[src/sv/mhpq_pkg.sv]
// Types and constants of the min-heap priority queue.
`timescale 1ns / 1ps

package mhpq_pkg;

   localparam int CAPACITY_DEFAULT     = 64;
   localparam int PAYLOAD_BITS_DEFAULT = 32;
   localparam int LEVEL_BITS           = 16;
   localparam int PAYLOAD_FIELD_BITS   = 32;
   localparam int COUNT_FIELD_BITS     = 7;

   localparam logic FUNC_PUSH = 1'b0;
   localparam logic FUNC_POP  = 1'b1;

   typedef enum logic [1:0] {
      ST_OK    = 2'd0,
      ST_FULL  = 2'd1,
      ST_EMPTY = 2'd2
   } status_type;

   typedef struct packed {
      logic                                func;
      logic signed [LEVEL_BITS-1:0]        level;
      logic [PAYLOAD_FIELD_BITS-1:0]       payload;
   } req_type;

   typedef struct packed {
      status_type                          status;
      logic signed [LEVEL_BITS-1:0]        out_level;
      logic [PAYLOAD_FIELD_BITS-1:0]       out_payload;
      logic [COUNT_FIELD_BITS-1:0]         count;
   } rsp_type;

   typedef enum logic [2:0] {
      RD_PARENT = 3'd0,
      RD_ROOT   = 3'd1,
      RD_TAIL   = 3'd2,
      RD_LEFT   = 3'd3,
      RD_RIGHT  = 3'd4
   } rd_sel_type;

   typedef enum logic [1:0] {
      WR_MOVING = 2'd0,
      WR_RDATA  = 2'd1,
      WR_CHILD  = 2'd2
   } wr_sel_type;

   typedef enum logic [1:0] {
      HOLE_HOLD   = 2'd0,
      HOLE_PARENT = 2'd1,
      HOLE_KID    = 2'd2,
      HOLE_ROOT   = 2'd3
   } hole_sel_type;

   typedef struct packed {
      logic         ld_req;
      logic         cnt_inc;
      logic         cnt_dec;
      logic         rd_en;
      rd_sel_type   rd_sel;
      logic         wr_en;
      wr_sel_type   wr_sel;
      hole_sel_type hole_sel;
      logic         cap_root;
      logic         cap_moving;
      logic         cap_left;
      logic         pick;
      logic         emit;
      status_type   code;
   } ctl_cmd_type;

   typedef struct packed {
      logic full;
      logic empty;
      logic at_root;
      logic up_less;
      logic left_in;
      logic right_in;
      logic stay_down;
   } dp_stat_type;

endpackage

[src/sv/mhpq_ram.sv]
// Generic single-write, single-read RAM with registered read data.
`timescale 1ns / 1ps

module mhpq_ram #(
   parameter int WIDTH = 48,
   parameter int DEPTH = 64
) (
   input  logic                     clock,
   input  logic                     wr_en,
   input  logic [$clog2(DEPTH)-1:0] wr_addr,
   input  logic [WIDTH-1:0]         wr_data,
   input  logic                     rd_en,
   input  logic [$clog2(DEPTH)-1:0] rd_addr,
   output logic [WIDTH-1:0]         rd_data
);

   logic [WIDTH-1:0] mem [DEPTH];

   always_ff @(posedge clock) begin
      if (wr_en) begin
         mem[wr_addr] <= wr_data;
      end
      if (rd_en) begin
         rd_data <= mem[rd_addr];
      end
   end

endmodule

[src/sv/mhpq_dpath.sv]
// Datapath: heap store, moving entry, hole and child registers, result register.
`timescale 1ns / 1ps

module mhpq_dpath #(
   parameter int CAPACITY     = mhpq_pkg::CAPACITY_DEFAULT,
   parameter int PAYLOAD_BITS = mhpq_pkg::PAYLOAD_BITS_DEFAULT
) (
   input  logic                  clock,
   input  logic                  reset,
   input  mhpq_pkg::req_type     req_word,
   input  mhpq_pkg::ctl_cmd_type cmd,
   output mhpq_pkg::dp_stat_type stat,
   output logic                  rsp_strobe,
   output mhpq_pkg::rsp_type     rsp_word
);

   localparam int AW = $clog2(CAPACITY);
   localparam int CW = $clog2(CAPACITY + 1);
   localparam int KW = AW + 2;
   localparam int LW = mhpq_pkg::LEVEL_BITS;
   localparam int PW = PAYLOAD_BITS;
   localparam int EW = LW + PW;

   logic [CW-1:0] count_ff, count_in;
   logic [AW-1:0] hole_ff, hole_in;
   logic [AW-1:0] kid_ff, kid_in;
   logic [EW-1:0] moving_ff, moving_in;
   logic [EW-1:0] child_ff, child_in;
   logic [EW-1:0] root_ff, root_in;
   logic          rsp_strobe_ff, rsp_strobe_in;
   mhpq_pkg::rsp_type rsp_ff, rsp_in;

   logic [KW-1:0] left_idx, right_idx, count_k;
   logic [AW-1:0] parent_idx, tail_idx, rd_addr;
   logic [EW-1:0] rd_data, wr_data;
   logic signed [LW-1:0] lev_rd, lev_mov, lev_child;

   assign left_idx   = KW'({hole_ff, 1'b1});
   assign right_idx  = left_idx + KW'(1);
   assign count_k    = KW'(count_ff);
   assign parent_idx = AW'((hole_ff - AW'(1)) >> 1);
   assign tail_idx   = AW'(count_ff - CW'(1));

   assign lev_rd    = $signed(rd_data[EW-1 -: LW]);
   assign lev_mov   = $signed(moving_ff[EW-1 -: LW]);
   assign lev_child = $signed(child_ff[EW-1 -: LW]);

   assign stat.full      = (count_ff == CW'(CAPACITY));
   assign stat.empty     = (count_ff == '0);
   assign stat.at_root   = (hole_ff == '0);
   assign stat.up_less   = (lev_mov < lev_rd);
   assign stat.left_in   = (left_idx < count_k);
   assign stat.right_in  = (right_idx < count_k);
   assign stat.stay_down = (lev_mov <= lev_child);

   always_comb begin
      case (cmd.rd_sel)
         mhpq_pkg::RD_PARENT: rd_addr = parent_idx;
         mhpq_pkg::RD_ROOT:   rd_addr = '0;
         mhpq_pkg::RD_TAIL:   rd_addr = tail_idx;
         mhpq_pkg::RD_LEFT:   rd_addr = AW'(left_idx);
         mhpq_pkg::RD_RIGHT:  rd_addr = AW'(right_idx);
         default:             rd_addr = '0;
      endcase
   end

   always_comb begin
      case (cmd.wr_sel)
         mhpq_pkg::WR_MOVING: wr_data = moving_ff;
         mhpq_pkg::WR_RDATA:  wr_data = rd_data;
         mhpq_pkg::WR_CHILD:  wr_data = child_ff;
         default:             wr_data = moving_ff;
      endcase
   end

   mhpq_ram #(
      .WIDTH (EW),
      .DEPTH (CAPACITY)
   ) u_store (
      .clock   (clock),
      .wr_en   (cmd.wr_en),
      .wr_addr (hole_ff),
      .wr_data (wr_data),
      .rd_en   (cmd.rd_en),
      .rd_addr (rd_addr),
      .rd_data (rd_data)
   );

   always_comb begin
      count_in      = count_ff;
      hole_in       = hole_ff;
      kid_in        = kid_ff;
      moving_in     = moving_ff;
      child_in      = child_ff;
      root_in       = root_ff;
      rsp_strobe_in = cmd.emit;
      rsp_in        = rsp_ff;

      if (cmd.ld_req) begin
         moving_in = {req_word.level, PW'(req_word.payload)};
         root_in   = '0;
         hole_in   = AW'(count_ff);
      end
      if (cmd.cnt_inc) begin
         count_in = count_ff + CW'(1);
      end
      if (cmd.cnt_dec) begin
         count_in = count_ff - CW'(1);
      end
      case (cmd.hole_sel)
         mhpq_pkg::HOLE_PARENT: hole_in = parent_idx;
         mhpq_pkg::HOLE_KID:    hole_in = kid_ff;
         mhpq_pkg::HOLE_ROOT:   hole_in = '0;
         default:               ;
      endcase
      if (cmd.cap_root) begin
         root_in = rd_data;
      end
      if (cmd.cap_moving) begin
         moving_in = rd_data;
      end
      if (cmd.cap_left) begin
         child_in = rd_data;
         kid_in   = AW'(left_idx);
      end
      if (cmd.pick && (lev_rd < lev_child)) begin
         child_in = rd_data;
         kid_in   = kid_ff + AW'(1);
      end
      if (cmd.emit) begin
         rsp_in.status = cmd.code;
         rsp_in.count  = mhpq_pkg::COUNT_FIELD_BITS'(count_ff);
         if (cmd.code == mhpq_pkg::ST_OK) begin
            rsp_in.out_level   = $signed(root_ff[EW-1 -: LW]);
            rsp_in.out_payload = mhpq_pkg::PAYLOAD_FIELD_BITS'(root_ff[PW-1:0]);
         end else begin
            rsp_in.out_level   = '0;
            rsp_in.out_payload = '0;
         end
      end
   end

   always_ff @(posedge clock) begin
      if (reset) begin
         count_ff      <= '0;
         rsp_strobe_ff <= 1'b0;
      end else begin
         count_ff      <= count_in;
         rsp_strobe_ff <= rsp_strobe_in;
      end
      hole_ff   <= hole_in;
      kid_ff    <= kid_in;
      moving_ff <= moving_in;
      child_ff  <= child_in;
      root_ff   <= root_in;
      rsp_ff    <= rsp_in;
   end

   assign rsp_strobe = rsp_strobe_ff;
   assign rsp_word   = rsp_ff;

endmodule

[src/sv/mhpq_ctrl.sv]
// Controller: sequences push sift-up and pop sift-down over the heap store.
`timescale 1ns / 1ps

module mhpq_ctrl (
   input  logic                  clock,
   input  logic                  reset,
   input  logic                  start,
   input  logic                  req_func,
   input  mhpq_pkg::dp_stat_type stat,
   output logic                  busy,
   output mhpq_pkg::ctl_cmd_type cmd
);

   typedef enum logic [9:0] {
      S_IDLE     = 10'b00_0000_0001,
      S_UP_RD    = 10'b00_0000_0010,
      S_UP_CMP   = 10'b00_0000_0100,
      S_POP_ROOT = 10'b00_0000_1000,
      S_POP_TAIL = 10'b00_0001_0000,
      S_POP_LOAD = 10'b00_0010_0000,
      S_DN_LEFT  = 10'b00_0100_0000,
      S_DN_RIGHT = 10'b00_1000_0000,
      S_DN_PICK  = 10'b01_0000_0000,
      S_DN_CMP   = 10'b10_0000_0000
   } state_type;

   state_type state_ff, state_in;

   always_comb begin
      state_in = state_ff;
      cmd      = '0;
      cmd.code = mhpq_pkg::ST_OK;
      case (state_ff)
         S_IDLE: begin
            if (start) begin
               cmd.ld_req = 1'b1;
               if (req_func == mhpq_pkg::FUNC_POP) begin
                  if (stat.empty) begin
                     cmd.emit = 1'b1;
                     cmd.code = mhpq_pkg::ST_EMPTY;
                  end else begin
                     state_in = S_POP_ROOT;
                  end
               end else begin
                  if (stat.full) begin
                     cmd.emit = 1'b1;
                     cmd.code = mhpq_pkg::ST_FULL;
                  end else begin
                     cmd.cnt_inc = 1'b1;
                     state_in    = S_UP_RD;
                  end
               end
            end
         end
         S_UP_RD: begin
            if (stat.at_root) begin
               cmd.wr_en  = 1'b1;
               cmd.wr_sel = mhpq_pkg::WR_MOVING;
               cmd.emit   = 1'b1;
               state_in   = S_IDLE;
            end else begin
               cmd.rd_en  = 1'b1;
               cmd.rd_sel = mhpq_pkg::RD_PARENT;
               state_in   = S_UP_CMP;
            end
         end
         S_UP_CMP: begin
            cmd.wr_en = 1'b1;
            if (stat.up_less) begin
               cmd.wr_sel   = mhpq_pkg::WR_RDATA;
               cmd.hole_sel = mhpq_pkg::HOLE_PARENT;
               state_in     = S_UP_RD;
            end else begin
               cmd.wr_sel = mhpq_pkg::WR_MOVING;
               cmd.emit   = 1'b1;
               state_in   = S_IDLE;
            end
         end
         S_POP_ROOT: begin
            cmd.rd_en  = 1'b1;
            cmd.rd_sel = mhpq_pkg::RD_ROOT;
            state_in   = S_POP_TAIL;
         end
         S_POP_TAIL: begin
            cmd.cap_root = 1'b1;
            cmd.rd_en    = 1'b1;
            cmd.rd_sel   = mhpq_pkg::RD_TAIL;
            state_in     = S_POP_LOAD;
         end
         S_POP_LOAD: begin
            cmd.cap_moving = 1'b1;
            cmd.cnt_dec    = 1'b1;
            cmd.hole_sel   = mhpq_pkg::HOLE_ROOT;
            state_in       = S_DN_LEFT;
         end
         S_DN_LEFT: begin
            if (stat.left_in) begin
               cmd.rd_en  = 1'b1;
               cmd.rd_sel = mhpq_pkg::RD_LEFT;
               state_in   = S_DN_RIGHT;
            end else begin
               cmd.wr_en  = 1'b1;
               cmd.wr_sel = mhpq_pkg::WR_MOVING;
               cmd.emit   = 1'b1;
               state_in   = S_IDLE;
            end
         end
         S_DN_RIGHT: begin
            cmd.cap_left = 1'b1;
            if (stat.right_in) begin
               cmd.rd_en  = 1'b1;
               cmd.rd_sel = mhpq_pkg::RD_RIGHT;
               state_in   = S_DN_PICK;
            end else begin
               state_in = S_DN_CMP;
            end
         end
         S_DN_PICK: begin
            cmd.pick = 1'b1;
            state_in = S_DN_CMP;
         end
         S_DN_CMP: begin
            cmd.wr_en = 1'b1;
            if (stat.stay_down) begin
               cmd.wr_sel = mhpq_pkg::WR_MOVING;
               cmd.emit   = 1'b1;
               state_in   = S_IDLE;
            end else begin
               cmd.wr_sel   = mhpq_pkg::WR_CHILD;
               cmd.hole_sel = mhpq_pkg::HOLE_KID;
               state_in     = S_DN_LEFT;
            end
         end
         default: begin
            state_in = S_IDLE;
         end
      endcase
   end

   always_ff @(posedge clock) begin
      if (reset) begin
         state_ff <= S_IDLE;
      end else begin
         state_ff <= state_in;
      end
   end

   assign busy = (state_ff != S_IDLE);

endmodule

[src/sv/min_heap_priority_queue_unit.sv]
// Top level of the min-heap priority queue.
`timescale 1ns / 1ps
//
// Request: a word (func, level, payload) is taken at a clock edge with start
// high and busy low. func selects push (store entry) or pop (remove minimum).
// Response: each request gives exactly one word on rsp_word, valid for the
// single cycle in which rsp_strobe is high: status, popped level and payload
// (zero unless a pop succeeds) and the entry count after the operation.
// The receiver cannot stall; the word must be taken in that cycle.
// Timing: a refused push or a pop on an empty queue answers in the cycle after
// acceptance. A push climbs one level at a time, reading the parent and then
// comparing and writing; a pop reads root and tail, loads the tail entry, then
// descends level by level (left read, right read, pick, compare; right read
// and pick only where a right child exists).
// Each store read is its own step, since the heap store has a single read port.
// busy stays high until the final store write; the next request may be taken
// in the cycle that shows the response.
// Reset clears the entry count and the controller; the store is not cleared.

module min_heap_priority_queue_unit #(
   parameter int CAPACITY     = mhpq_pkg::CAPACITY_DEFAULT,
   parameter int PAYLOAD_BITS = mhpq_pkg::PAYLOAD_BITS_DEFAULT
) (
   input  logic              clock,
   input  logic              reset,
   input  logic              start,
   output logic              busy,
   input  mhpq_pkg::req_type req_word,
   output logic              rsp_strobe,
   output mhpq_pkg::rsp_type rsp_word
);

   mhpq_pkg::ctl_cmd_type cmd;
   mhpq_pkg::dp_stat_type stat;

   mhpq_ctrl u_ctrl (
      .clock    (clock),
      .reset    (reset),
      .start    (start),
      .req_func (req_word.func),
      .stat     (stat),
      .busy     (busy),
      .cmd      (cmd)
   );

   mhpq_dpath #(
      .CAPACITY     (CAPACITY),
      .PAYLOAD_BITS (PAYLOAD_BITS)
   ) u_dpath (
      .clock      (clock),
      .reset      (reset),
      .req_word   (req_word),
      .cmd        (cmd),
      .stat       (stat),
      .rsp_strobe (rsp_strobe),
      .rsp_word   (rsp_word)
   );

endmodule

[config.mk]
export PLATFORM = sky130hd
export DESIGN_NAME = min_heap_priority_queue_unit
export DESIGN_NICKNAME = d
export VERILOG_FILES = /design/src/sv/mhpq_pkg.sv /design/src/sv/mhpq_ram.sv /design/src/sv/mhpq_dpath.sv /design/src/sv/mhpq_ctrl.sv /design/src/sv/min_heap_priority_queue_unit.sv
export SDC_FILE = /design/constraint.sdc
export NUM_CORES = 2
export LEC_CHECK = 0
export BUFFER_PORTS_ARGS = -buffer_cell sky130_fd_sc_hd__buf_4
export CORE_MARGIN = 3
export CORE_UTILIZATION = 60
export CTS_CLUSTER_DIAMETER = 100
export DETAILED_ROUTE_END_ITERATION = 6
export GPL_TIMING_DRIVEN = 0
export PLACE_DENSITY_LB_ADDON = 0.08
export SYNTH_ARGS = -nofsm -noshare
export SYNTH_HDL_FRONTEND = slang
export SYNTH_SLANG_ARGS = --single-unit
[constraint.sdc]
create_clock -name clock -period 9.96 [get_ports clock]
set_clock_uncertainty 0.05 [all_clocks]
set_input_delay 1.494 -clock clock [delete_from_list [all_inputs] [get_ports clock]]
set_output_delay 1.494 -clock clock [all_outputs]
set_load 0.02 [all_outputs]
### Word level (Yosys, flattened, before mapping)

Memory sizes are Yosys's and may differ from the RTL's. A register that Yosys moved wholly into a read port is not among the register bits.
Cells that the tools add are included.

| word-level totals | value |
|---|---|
| memory bits (writable) | 3072 |
| memories kept | 1 |
| register bits after elaboration | 231 |
| output and inout bits | 59 |

Memories:

| memory | depth | bits a word | read ports | clocked after Yosys merged registers in | wr ports | RTL line | source |
|---|---|---|---|---|---|---|---|
| u_dpath.u_store.mem | 64 | 48 | 1 | 1 | 1 | mhpq_ram.sv:17 | `logic [WIDTH-1:0] mem [DEPTH];` |

| cells by class | value |
|---|---|
| magnitude comparators | 5 |
| add/sub/neg operators | 5 |
| equality and inequality tests | 23 |
| reduce and logical (&&, ||, !) cells | 11 |
| multiplexer cells | 54 |

Operators with widths:

| operator | count |
|---|---|
| two-way mux 48 bit | 6 |
| case mux 10 bit (10 select lines) | 1 |
| case mux 48 bit (2 select lines) | 1 |
| two-way mux 10 bit | 5 |
| less-than comparator 16 bit | 2 |
| case mux 6 bit (4 select lines) | 1 |
| two-way mux 3 bit | 7 |
| two-way mux 7 bit | 3 |
| case mux 4 bit (5 select lines) | 1 |
| two-way mux 6 bit | 3 |
| case mux 6 bit (3 select lines) | 1 |
| <= comparator 16 bit | 1 |
| two-way mux 1 bit | 13 |
| two-way mux 4 bit | 3 |
| case mux 3 bit (4 select lines) | 1 |
| == test 10 x 1 -> 1 bit (second input constant) | 1 |
| == test 10 bit (second input constant) | 1 |
| == test 10 x 2 -> 1 bit (second input constant) | 1 |
| == test 10 x 3 -> 1 bit (second input constant) | 1 |
| == test 10 x 4 -> 1 bit (second input constant) | 1 |
| == test 10 x 5 -> 1 bit (second input constant) | 1 |
| == test 10 x 6 -> 1 bit (second input constant) | 1 |
| == test 10 x 7 -> 1 bit (second input constant) | 1 |
| == test 10 x 8 -> 1 bit (second input constant) | 1 |
| 28 further kinds | 40 |

### Depth between registers and ports, before layout

| logic depth | value |
|---|---|
| depth after elaboration | 7 |
| gate-level depth with buffers | 21 |
| gate-level depth less buffers | 15 |

### Modules after synthesis

A second synthesis with hierarchy kept.

| unflattened totals | value |
|---|---|
| cell total of the unflattened synthesis | 5944 |
| area, all modules | 129409.1 µm² |

By module, submodules not included:

| module | times used | cells an instance | area an instance (µm²) |
|---|---|---|---|
| mhpq_ram | 1 | 4970 | 117597.8 |
| mhpq_dpath | 1 | 872 | 11045.6 |
| mhpq_ctrl | 1 | 102 | 765.7 |

### Least setup slack after synthesis

No wires, ideal clock.

| timing path | value |
|---|---|
| kind | reg-to-reg |
| start | register u_dpath.moving_ff[33] |
| end | memory u_dpath.u_store.mem[0][15] (data pin) |
| slack | 3.432 ns |
| buffers on the path | 2 |
| cell stages (with the launch flop) | 17 |
| clock period less this slack | 6.528 ns |
| arrival time | 5.776 ns |
| cell sequence | edfxtp_1 -> ha_1 -> nor2b_1 -> o21a_1 -> o21a_1 -> o21a_1 -> o211ai_1 -> a21oi_1 -> o21bai_1 -> nor3b_1 -> nand4b_1 -> inv_1 -> ha_1 -> clkbuf_1 -> buf_1 -> a22oi_1 -> o21ai_0 |

| between the ends | value |
|---|---|
| longest elaborated chain between the ends | 5 |

Ends and longest elaborated chain:

| what | RTL line | source |
|---|---|---|
| start, declared | mhpq_dpath.sv:27 | `logic [EW-1:0] moving_ff, moving_in;` |
| start signal, assigned | mhpq_dpath.sv:153 | `moving_ff <= moving_in;` |
| less-than comparator 16 bit or <= comparator 16 bit (tied branches) | mhpq_dpath.sv:51, mhpq_dpath.sv:54 |  |
| two-way mux 1 bit or two-way mux 2 bit (tied branches) | mhpq_ctrl.sv:69, mhpq_ctrl.sv:124 |  |
| case mux 3 bit (4 select lines) * | mhpq_ctrl.sv:33 | `case (state_ff)` |
| == test 2 bit or == test 2 x 1 -> 1 bit (tied branches) | mhpq_dpath.sv:68 | `case (cmd.wr_sel)` |
| case mux 48 bit (2 select lines) * | mhpq_dpath.sv:68 |  |
| net u_dpath.u_store.wr_data[15] | mhpq_ram.sv:11 | `input logic [WIDTH-1:0] wr_data,` |
| end, declared | mhpq_ram.sv:17 |  |

The timed path passes the listed nets; every way through them passes the cells marked *.

### Final worst setup path

| timing path | value |
|---|---|
| start | register u_dpath.hole_ff[1] |
| end | register u_dpath.u_store.rd_data[37] (read register of u_dpath.u_store.mem) (data pin) |

| between the ends | value |
|---|---|
| longest elaborated chain between the ends | 6 |

Ends and longest elaborated chain:

| what | RTL line | source |
|---|---|---|
| start, declared | mhpq_dpath.sv:25 | `logic [AW-1:0] hole_ff, hole_in;` |
| start signal, assigned | mhpq_dpath.sv:151 | `hole_ff <= hole_in;` |
| adder 7 x 1 -> 8 bit | mhpq_dpath.sv:39 | `assign right_idx = left_idx + KW'(1);` |
| less-than comparator 8 x 7 -> 1 bit | mhpq_dpath.sv:53 | `assign stat.right_in = (right_idx < count_k);` |
| two-way mux 4 bit | mhpq_ctrl.sv:110 | `if (stat.right_in) begin` |
| case mux 4 bit (5 select lines) | mhpq_ctrl.sv:33 |  |
| == test 3 bit, or another cell as far along | mhpq_dpath.sv:57 | `case (cmd.rd_sel)` |
| case mux 6 bit (4 select lines) | mhpq_dpath.sv:57 |  |
| end, declared | mhpq_ram.sv:14 | `output logic [WIDTH-1:0] rd_data` |

Parallel ways exist; a longest one is shown, timed or not.
A chain may end at the register's enable or synchronous reset.

==> reports/metrics.csv <==
metric,value,unit
WL/cell,31.03,um
"Top FF cell, synth",edfxtp_1,
Synth Register Bits,3351,
metal2 WL,172700,um
number of enable flip-flop cells after synthesis,3333,
HP Start,u_dpath.root_ff[18],
met1 wire length,156300,um
peak fanout along the critical path,10,
Initial Util,0.6056,
# Post-CTS Setup Buffers,0,
relative slew slack,-0.03765,
Worst EP arrival,10.36,ns
beginning of the worst register-to-register path,u_dpath.hole_ff[1],
uppermost layer routed,met5,
fill cell count,14427,
first-pass GRT wire length,585300,um
clock latency on the worst-skew pair,0.98,ns
# nets final,10291,
kind of critical path,register to register,
final worst setup slack,0.1650,ns
most frequent cell after synthesis,edfxtp_1,
die area,228300,um2
synth warn,0,
Slew Limit Fails,13,
Routed WL,415700,um
die height,477.8,um
"Seq/Total Area, Yosys",0.7519,
period utilization,0.9834,
Max-Cap Viols,3,
initial antenna violation count,38,
Clock Pin Slew Worst Setup and Hold Paths,0.06,ns
Syn-to-layout area delta,15.55,%
distinct cell type count after synthesis,73,
largest net degree at the start of global routing,47,
Final Hold Fails,0,
post-CTS sizing,0,
RSZ-0062 raised after global routing,false,
GRT Util Overall,0.3610,
# rows,172,
failing checks,"DRC, capacitance limit, slew limit",
status,"finished, violations left",
Post-Syn Area,133600,um2
met3 WL post-DR,60440,um
hpwl dp,302100,um
Antenna Nets Post-Route,0,
Static Leak,51.93,nW
Worst setup startpoint,u_dpath.hole_ff[1],
synthesized net count,9605,
CTS Sinks,3351,
Syn Inst Count,9487,
drt drc,4,
top post-synthesis cells by area,"edfxtp_1 (75%), nand2_1 (6.6%), nand3_1 (3.3%)",
area of the multi-input gates,31880,um2
Crit. End Element,register,
CTS Hold Bufs,0,
Max Fclk,0.1021,GHz
DR pass1 iterations,7,
post-layout minimum cycle time,9.795,ns
Setup WS pre-CTS,1.033,ns
CP required,10.52,ns
Clock Tree Buf Depth,4,
gr ovfl total,0,
CTS tree,built,
syn avg cell area,14.08,um2
Ports,111,
number of port buffers,110,
Chip Width,477.8,um
Setup Viol. Count Final,0,
area share of the largest cell type after synthesis,0.7492,
H-tree depth,5,
peak supply drop,0.1614,mV
"top cells by count, synth","edfxtp_1 (3333), nand2_1 (2352), nand3_1 (889)",
measured slew at the worst slew-check pin,1.542,ns
cell accounting for the most synthesized area,edfxtp_1,
crit start category,register,
GP Congestion,0.9875,
routed vias,86959,
Power Dens Cells,240.1,nW/um2
vias in the first global route,82489,
Starting DRT DRC Count,13869,
Worst Hold Slack,0.4646,ns
TritonCTS buffer count,348,
CTS root buf,clkbuf_16,
Register Area,100400,um2
vias per cell,6.491,
total core area,220600,um2
Tightest Hold Check Type,register to register,
share of layout cells above drive strength 1,0.1284,
"FFs w/ async S/R, synth",0,
==> sequential cells by signal, summed over array words and instances (netlist names) <==
signal / flops
u_ctrl.state_ff: 10
u_dpath.child_ff: 48
u_dpath.count_ff: 7
u_dpath.hole_ff: 6
u_dpath.kid_ff: 6
u_dpath.moving_ff: 48
u_dpath.root_ff: 48
u_dpath.rsp_strobe: 1
u_dpath.rsp_word: 57
u_dpath.u_store.mem: 3072
u_dpath.u_store.rd_data: 48
==> layer usage <==
layer	vias to the layer above	GRT usage
li1	36993	-
met1	43088	0.5145
met2	6019	0.4987
met3	853	0.1149
met4	6	0.1940
met5	-	0
==> path summary, 6_finish.rpt <==
check / end / cells past startpoint / slack [ns]
hold reg to reg: u_dpath.rsp_word[25] / 1 / 0.46
hold / removal: u_dpath.rsp_word[25] / 1 / 0.46
setup reg to reg: u_dpath.u_store.rd_data[37] / 16 / 0.16
setup / recovery: u_dpath.u_store.rd_data[37] / 16 / 0.16
==> final cells by class <==
type | count | area share
Sequential cell | 3351 | 0.6507
Multi-Input combinational cell | 5496 | 0.2065
Clock buffer | 423 | 0.05934
Timing Repair Buffer | 336 | 0.03187
Tap cell | 2958 | 0.02398
Buffer | 590 | 0.01615
Clock inverter | 180 | 0.009986
Inverter | 50 | 0.001216
Antenna cell | 13 | 0.0002107
==> stage by stage <==
stage | instance area [um2] | setup TNS (ns) | util | std cells | total power [mW]
final | 154400 | 0 | 0.6998 | 13397 | 37.07
after CTS | 154300 | 0 | 0.6995 | 13381 | 36.77
after floorplan | 133600 | 0 | - | 9487 | 20.44
after detailed placement | 143600 | 0 | 0.6509 | 12778 | 24.51
after global routing | 154300 | 0 | 0.6996 | 13385 | 37.98
after global placement | 138100 | -7063.94 | 0.6261 | 12555 | 24.11
==> worst max-delay path: stages, from the launching register on <==
cell	delay (ns)
edfxtp_1	0.61
nand3_1	1.12
xnor2_1	0.68
ha_1	0.23
a21oi_1	0.08
nand2_1	0.07
o311a_1	0.15
buf_2	0.22
nor2_4	0.11
a211oi_1	0.97
nand2_1	1.14
nand3_1	0.74
clkbuf_1	0.80
clkbuf_1	0.71
a2111oi_0	0.28
nor4_1	1.15
a31oi_1	0.31
==> logic make-up (layout without fill, tap and decap cells) <==
family / Yosys count / after routing / synth area share
and+or+nand+nor: 4064 / 4064 / 0.1343
DFF: 3351 / 3351 / 0.7519
AOI/OAI and AO/OA: 1043 / 1043 / 0.05051
buffers and inverters: 640 / 1579 / 0.01997
muxes: 299 / 299 / 0.03556
adders and majority gates: 66 / 66 / 0.006182
xor gates and xnor gates: 24 / 24 / 0.001574
other: 0 / 13 / 0
==> layout by cell type, fill, tap and decap left out, types with 23 or more instances in the layout <==
cell / n
bufinv_16: 26
a2111oi_2: 25
ha_1: 66
nor2b_1: 61
mux2i_1: 154
clkinv_2: 58
buf_2: 185
clkbuf_16: 356
nand2_1: 2348
clkinv_1: 73
nor4_2: 33
nor2_1: 151
nand4_1: 198
nor2_4: 65
o32a_1: 46
a31oi_1: 145
buf_12: 151
buf_4: 156
and3_1: 101
and2_1: 137
inv_1: 50
mux4_2: 140
a22oi_1: 99
o21ai_4: 48
buf_1: 64
o21ai_0: 31
a21oi_1: 370
o211ai_1: 52
clkbuf_1: 389
edfxtp_1: 3333
a211oi_1: 145
buf_16: 23
nand3_1: 889
==> power by group <==
group / internal [mW] / switching, mW / total (mW) / leakage (nW)
combinational: 2.27 / 6.39 / 8.66 / 16.5
sequential: 15.9 / 0.0407 / 15.9 / 30.2
clock: 7.18 / 5.29 / 12.5 / 5.23
total: 25.3 / 11.7 / 37.1 / 51.9
(Power assumes the default switching activity.)
